**src/rtl/indexed_array_list_unit_macros.svh**
```systemverilog
// Assertion helpers for the indexed array list unit.
`ifndef INDEXED_ARRAY_LIST_UNIT_MACROS_SVH
`define INDEXED_ARRAY_LIST_UNIT_MACROS_SVH

// Condition holds in the same cycle as the trigger.
`define IAU_ASSERT_SAME(label, clk, rst, trig, cond, msg) \
  label: assert property (@(posedge clk) disable iff (rst) (trig) |-> (cond)) \
    else $error(msg);

// Condition holds in the cycle after the trigger.
`define IAU_ASSERT_NEXT(label, clk, rst, trig, cond, msg) \
  label: assert property (@(posedge clk) disable iff (rst) (trig) |=> (cond)) \
    else $error(msg);

`endif

```
**src/rtl/iau_pkg.sv**
```systemverilog
`default_nettype none

package iau_pkg;

  localparam int unsigned CapacityDefault = 64;
  localparam int unsigned WordW = 32;

  typedef logic signed [WordW-1:0] word_t;

  // Request kinds as they arrive on the request channel.
  typedef enum logic [2:0] {
    REQ_INSERT = 3'd0,
    REQ_REMOVE = 3'd1,
    REQ_FIND   = 3'd2,
    REQ_READ   = 3'd3,
    REQ_WRITE  = 3'd4
  } req_kind_t;

  typedef enum logic [1:0] {
    ST_OK       = 2'd0,
    ST_RANGE    = 2'd1,
    ST_FULL     = 2'd2,
    ST_NOTFOUND = 2'd3
  } status_t;

  // Per-cycle update applied to every cell of the chain.
  typedef enum logic [1:0] {
    OP_HOLD   = 2'd0,
    OP_INSERT = 2'd1,
    OP_REMOVE = 2'd2,
    OP_WRITE  = 2'd3
  } cell_op_t;

  typedef struct packed {
    cell_op_t op;
    word_t    word;
  } cell_cmd_t;

  typedef enum logic {
    FSM_IDLE = 1'b0,
    FSM_SCAN = 1'b1
  } fsm_t;

endpackage

`default_nettype wire

```
**src/rtl/iau_cell.sv**
```systemverilog
`default_nettype none

module iau_cell #(
  parameter int unsigned CAPACITY = iau_pkg::CapacityDefault,
  parameter int unsigned INDEX = 0,
  localparam int unsigned IdxW = $clog2(CAPACITY),
  localparam int unsigned PosW = $clog2(CAPACITY + 1)
) (
  input  wire logic              clk,
  input  wire iau_pkg::cell_cmd_t cmd,
  input  wire logic [PosW-1:0]   pos,
  input  wire logic [PosW-1:0]   count,
  input  wire logic              scan_en,
  input  wire iau_pkg::word_t    prev_entry,
  input  wire iau_pkg::word_t    next_entry,
  input  wire logic              hit_in,
  input  wire logic [IdxW-1:0]   idx_in,
  input  wire iau_pkg::word_t    data_in,
  output iau_pkg::word_t         entry,
  output logic                   hit_out,
  output logic [IdxW-1:0]        idx_out,
  output iau_pkg::word_t         data_out
);

  localparam logic [PosW-1:0] MyPos = PosW'(INDEX);
  localparam logic [IdxW-1:0] MyIdx = IdxW'(INDEX);

  logic my_hit;
  logic my_sel;

  // Compare this entry against the searched word and the requested slot.
  assign my_hit = (MyPos < count) && (entry == cmd.word);
  assign my_sel = (MyPos == pos);

  // Shift from a neighbor or take the new word.
  always_ff @(posedge clk) begin
    case (cmd.op)
      iau_pkg::OP_INSERT: begin
        if (MyPos > pos) begin
          entry <= prev_entry;
        end else if (MyPos == pos) begin
          entry <= cmd.word;
        end
      end
      iau_pkg::OP_REMOVE: begin
        if (MyPos >= pos) begin
          entry <= next_entry;
        end
      end
      iau_pkg::OP_WRITE: begin
        if (my_sel) begin
          entry <= cmd.word;
        end
      end
      default: begin
      end
    endcase
  end

  // Advance the probe one cell; the first match upstream wins.
  always_ff @(posedge clk) begin
    if (scan_en) begin
      hit_out  <= hit_in | my_hit;
      idx_out  <= hit_in ? idx_in : MyIdx;
      data_out <= my_sel ? entry : data_in;
    end
  end

endmodule

`default_nettype wire

```
**config.mk**
```make
export PLATFORM = sky130hd
export DESIGN_NAME = iau_cell
export DESIGN_NICKNAME = d
export VERILOG_FILES = /design/src/rtl/indexed_array_list_unit_macros.svh /design/src/rtl/iau_pkg.sv /design/src/rtl/iau_cell.sv
export SDC_FILE = /design/constraint.sdc
export NUM_CORES = 1
export LEC_CHECK = 0
export BUFFER_PORTS_ARGS = -buffer_cell sky130_fd_sc_hd__buf_4
export CORE_MARGIN = 4
export CORE_UTILIZATION = 47
export DETAILED_ROUTE_END_ITERATION = 10
export PLACE_DENSITY = 0.95
export SETUP_SLACK_MARGIN = 0.5
export SYNTH_ARGS = -nofsm -noshare
export SYNTH_HDL_FRONTEND = slang
export SYNTH_SLANG_ARGS = --single-unit
```
**constraint.sdc**
```tcl
create_clock -name clk -period 3.84 [get_ports clk]
set_input_delay 0 -clock clk [delete_from_list [all_inputs] [get_ports clk]]
set_output_delay 0 -clock clk [all_outputs]
set_load 0.005 [all_outputs]
```
# Word-level counts from Yosys, hierarchy flattened
# Index checks and enable logic that the tools add are counted.
# Widths: inputs -> output; s select.
[totals] out_inout_bits=71 register_bits=71 word_cells=22 input_bits=153
[op_classes] n_reduce_logical=4 muxes=5 n_lt_le_gt_ge=3 eq_ne=5 bitwise=1
[ops] cell="$mux 32" count=4
[ops] cell="$pmux 32 s3" count=1
[ops] cell="$eq 32x32->1" count=1
[ops] cell="$ge 1x7->1 const A" count=1
[ops] cell="$gt 1x7->1 const A" count=1
[ops] cell="$logic_not 7->1" count=1
[ops] cell="$lt 1x7->1 const A" count=1
[ops] cell="$eq 2x2->1 const B" count=2
[ops] cell="$reduce_bool 3->1" count=1
[ops] cell="$eq 2x1->1 const B" count=1
[ops] cell="$ne 2x2->1 const B" count=1
[ops] cell="$reduce_and 2->1" count=1
[ops] cell="$logic_and 1x1->1" count=1
[ops] cell="$or 1x1->1" count=1

# Depth between registers and ports, before layout
[logic_depth] ltp_word=4 ltp_mapped=5 depth_no_buf=4

# Worst setup path before layout
# OpenSTA, ideal clock, no wires.
[synth_timing] path_type="register to register" start="reg entry[3]" end="reg hit_out (data pin)" required_ns=3.708 arrival_ns=1.233 setup_ns=0.132 path_stages_with_launch=5 path_slack_ns=2.475 period_less_slack_ns=1.365 n_path_buf=0 path_cell_list="edfxtp_1 xnor2_1 nand4_1 a2111oi_0 a41o_1"
[synth_via] elab_chain_cells=3
[synth_rtl] item="start, declared" line="iau_cell.sv:19" text="output iau_pkg::word_t entry,"
[synth_rtl] item="start signal, assigned" line="iau_cell.sv:40" text="entry <= prev_entry;"
[synth_rtl] item="start signal, assigned" line="iau_cell.sv:42" text="entry <= cmd.word;"
[synth_rtl] item="start signal, assigned" line="iau_cell.sv:47" text="entry <= next_entry;"
[synth_rtl] item="$eq 32x32->1" line="iau_cell.sv:32" text="assign my_hit = (MyPos < count) && (entry == cmd.word);"
[synth_rtl] item="$logic_and 1x1->1" line="iau_cell.sv:32"
[synth_rtl] item="$or 1x1->1" line="iau_cell.sv:63" text="hit_out <= hit_in | my_hit;"
[synth_rtl] item="end signal, assigned" line="iau_cell.sv:63"
[synth_rtl] item="end, declared" line="iau_cell.sv:20" text="output logic hit_out,"
# Every way passes these cells.
# A chain may end at the register's enable or synchronous reset.

# Worst setup path after layout
[layout_timing] start="reg entry[8]" end="reg hit_out (data pin)"
# The elaborated chain is that of the path after synthesis.

==> results <==
- The clock root buffer is sky130_fd_sc_hd__clkbuf_8.
- In this run the standard cell core region covers 0.007727 sq mm.
- The via count of the first global-routing pass is 3624.
- The number of detailed-route iterations in the first pass is 4.
- The path class of the tightest hold or removal check is input port to register.
- VDD sags by at most around 0.23 mV.
- The number of hold violations in the final report came to 0.
- The flow ran to the end, and the final reports show no timing, DRC or antenna violations.
- The width of the die is 97.10 um.
- The number of sinks driven by the clock tree is 71.
- The worst register-to-register path has a depth of 4.
- A synthesized cell averages 13.92 sq um.
- The cell count after placement is 549.
- The synthesized netlist cell count is 268.
- The routed metal-1 wirelength is between 4000 and 5000 um.
- The via total after detailed routing is 3323.
- The top-area cell type share of the netlist area is between 50% and 60%.
- The normalized max-slew margin is a little under a quarter.
- The final total power is 2.045 mW.
- Cells fill 80.12% of the core in the end.
- The number of rows in the core area is 32.
- The routed length on met3 is 739 um.
- The initial antenna violation count is 0.
- Global routing consumed, over all layers together, 26.51% of the routing resources.
- The achievable clock frequency is ~550 MHz.
- The clock latency at the later pin of the worst-skew pair is 340 ps.
- The detailed-route vias per instance is 5.200.
- The end point of the critical path is hit_out.
- The post-DP HPWL is 7364 um.
- The iteration-0 DRC count of the detailed router is about 110.
- The startpoint of the most critical setup path is entry[8].
- The number of DRC violations after detailed routing is 0.
- The number of max-slew violations in the final report is 0.
- The maximum number of pins on one net before global-route repair is 65.
- The area enclosed by the die boundary is 0.009428 sq mm.
- Routability-driven placement finished with a final weighted congestion of 0.7921.
- In this run the critical register-to-register path is launched from entry[8].
- The net total in the final layout is 685.
- The leakage power figure is 2.873 nW.
- After detailed routing, no signal wire sits above met4.
- The critical path required time is slightly above 4000 ps.
- The final global-route overflow total is 0.
- The clock period minus worst slack is 1811 ps.
- The share of final-layout standard cells stronger than drive strength 1 is between 40 and 50%.
- The maximum fanout along the worst path is 4.
- The number of nets in the synthesized netlist is 421.
- The clock passes through at most 2 buffers.
- The number of I/O port buffers is ~190.
- After synthesis, flip-flops and latches occupy 57.14% of the total area.
- Dividing total power by cell area gives a power density of 330.3 mW/mm^2.
- The clock-pin slew of the registers on the worst-case setup and hold paths is ~90 ps.
- Summed over all instances, the cell type with the most area after synthesis is sky130_fd_sc_hd__edfxtp_1.
- The number of setup violations in the final report is 0.
- Gates resized during post-CTS repair numbered 0.
- In the final routed layout, each cell accounts on average for slightly below 20 um.
- The repair_antennas step left the layout with diodes totalling 0.
- The data arrival time at the worst-slack endpoint is 2020 ps.
- In this run, distinct cell masters in the synthesized netlist total 21.
- Counting the fill cells in the layout gives 422.
- The number of top-level design ports is 224.
- The number of buffers added by the clock tree synthesis step is 9.
- The setup slack of the most critical reg-to-reg path is between 2000 and 2500 ps.
- Wires add up to 12570 um.
- The residual antenna-violating net count after detailed routing is 0.
- The critical path in this run is classified as register to register.
- The count of H-tree levels built during CTS is 3.
- TritonCTS built the clock tree.
- The endpoint identified for the worst register-to-register timing path is hit_out.
- The synthesized design contains 71 register bits.
- The height of the die is 97.10 um.
- The worst setup path is captured at a register.
- The number of non-filler instances in the completed layout is around 640.
- The area growth from synthesis to final layout is 65.93%.
- On the final layout, the worst clock skew is 6.475 ps.
- The initial utilization of the core area, before any placement, comes to 48.28%.
- The transition time at the pin with the least slew margin is 1153 ps.
- The number of warning messages in the yosys log is 0.
- The post-synthesis instance area is about 0.0037 sq mm.
- The worst path uses 47.17% of the clock period.
- The nature of the critical path startpoint is a register.
- After detailed routing, the met2 layer carries 6975 um of wire.
- Yosys attributes the largest share of cell area to sky130_fd_sc_hd__edfxtp_1 (57%), sky130_fd_sc_hd__mux2_4 (11%), sky130_fd_sc_hd__mux2i_1 (8.6%).
- The final-layout setup total negative slack is 0 ps.
- Setup repair after global routing left no endpoint under its margin.
- The most common cell after layout, fill and taps aside is sky130_fd_sc_hd__buf_4.
- The library cells used most frequently in the layout, excluding fill and tap cells, are sky130_fd_sc_hd__buf_4 (192), sky130_fd_sc_hd__dlygate4sd3_1 (74), sky130_fd_sc_hd__edfxtp_1 (71).
- The first global-routing pass estimated 19510 um of wire.
- The tool flagged a number of max-cap violations equal to 0.
==> Yosys cell counts <==
master	count
sky130_fd_sc_hd__edfxtp_1	71
sky130_fd_sc_hd__mux2i_1	32
sky130_fd_sc_hd__nand2_1	32
sky130_fd_sc_hd__o21ai_0	32
sky130_fd_sc_hd__mux2_4	28
sky130_fd_sc_hd__xnor2_1	24
sky130_fd_sc_hd__xor2_1	8
sky130_fd_sc_hd__clkbuf_1	7
sky130_fd_sc_hd__and2_1	6
sky130_fd_sc_hd__nand4_1	6
sky130_fd_sc_hd__mux2_2	4
sky130_fd_sc_hd__buf_4	3
sky130_fd_sc_hd__buf_6	3
sky130_fd_sc_hd__nor3_1	3
sky130_fd_sc_hd__nor4_1	3
sky130_fd_sc_hd__a2111oi_0	1
sky130_fd_sc_hd__a31o_2	1
sky130_fd_sc_hd__a41o_1	1
sky130_fd_sc_hd__nand2_2	1
sky130_fd_sc_hd__nor2b_1	1
sky130_fd_sc_hd__nor4_4	1
==> registers in the layout, summed over array words and instances, names as in the netlist <==
name	count
idx_out	6
entry	32
data_out	32
hit_out	1
==> worst max-delay path, cell delays in order (launching register included) <==
cell and delay (ps):
sky130_fd_sc_hd__edfxtp_1 470, sky130_fd_sc_hd__xnor2_1 270, sky130_fd_sc_hd__nand4_1 170, sky130_fd_sc_hd__a2111oi_0 540
sky130_fd_sc_hd__a41o_1 240
==> layout make-up <==
class	count	area [sq um]	share of cell area [%]
flip-flops and latches	71	2132	34.44
multi-input cells	184	1529	24.70
clock inverters	7	96.34	1.556
repair buffers	266	2182	35.25
clock buffers	9	123.9	2.001
well taps	102	127.6	2.061
==> report_power, final <==
| group | switching (mW) | internal (mW) | total [mW] | leakage [nW] |
|---|---|---|---|---|
| combinational | 0.147 | 0.256 | 0.403 | 2.07 |
| clock | 0.310 | 0.367 | 0.677 | 0.103 |
| sequential | 0.0450 | 0.920 | 0.965 | 0.698 |
==> layer usage <==
layer,GRT usage [%],vias up
met3,5.887,29
met4,10.26,0
met1,27.88,1607
met2,50.74,160
met5,0,-
li1,-,1527
==> worst min path at each step <==
stage                   to           start  depth (start not counted)  slack [ps]
6_report         entry[12]         cmd[12]                          3          40
5_1_grt           entry[7]          cmd[7]                          3          40
4_1_cts           entry[9]          cmd[9]                          3          30
3_5_place_dp      entry[9]   next_entry[9]                          3         280
3_3_place_gp     entry[31]  next_entry[31]                          3         270
2_1_floorplan  data_out[0]         scan_en                          0         110
==> what timing repair did <==
action / CTS / global route
hold buffers: 74 / 0
hold endpoints to repair: 71 / 0
setup buffers: 0 / 0
==> kinds of logic after synthesis <==
group	Yosys count	share of synthesized area, %
AND/OR/NAND/NOR	53	7.043
AO/OA/AOI/OAI	35	5.030
multiplexers	64	21.06
buffers and inverters	13	2.213
flip-flops	71	57.14
XOR/XNOR	32	7.512
==> through the flow <==
| stage | hold slack, ps | cell area (sq um) | setup slack (ps) |
|---|---|---|---|
| 3_5_place_dp | 278.3 | 5230 | 1855 |
| 6_report | 43.59 | 6191 | 2029 |
| 5_1_grt | 40.68 | 6191 | 1844 |
| 4_1_cts | 26.00 | 6191 | 1959 |
| 2_1_floorplan | 112.5 | 3731 | 2475 |
| 3_3_place_gp | 271.7 | 5230 | 1875 |
Note: power is estimated with default switching activity, not from simulation.
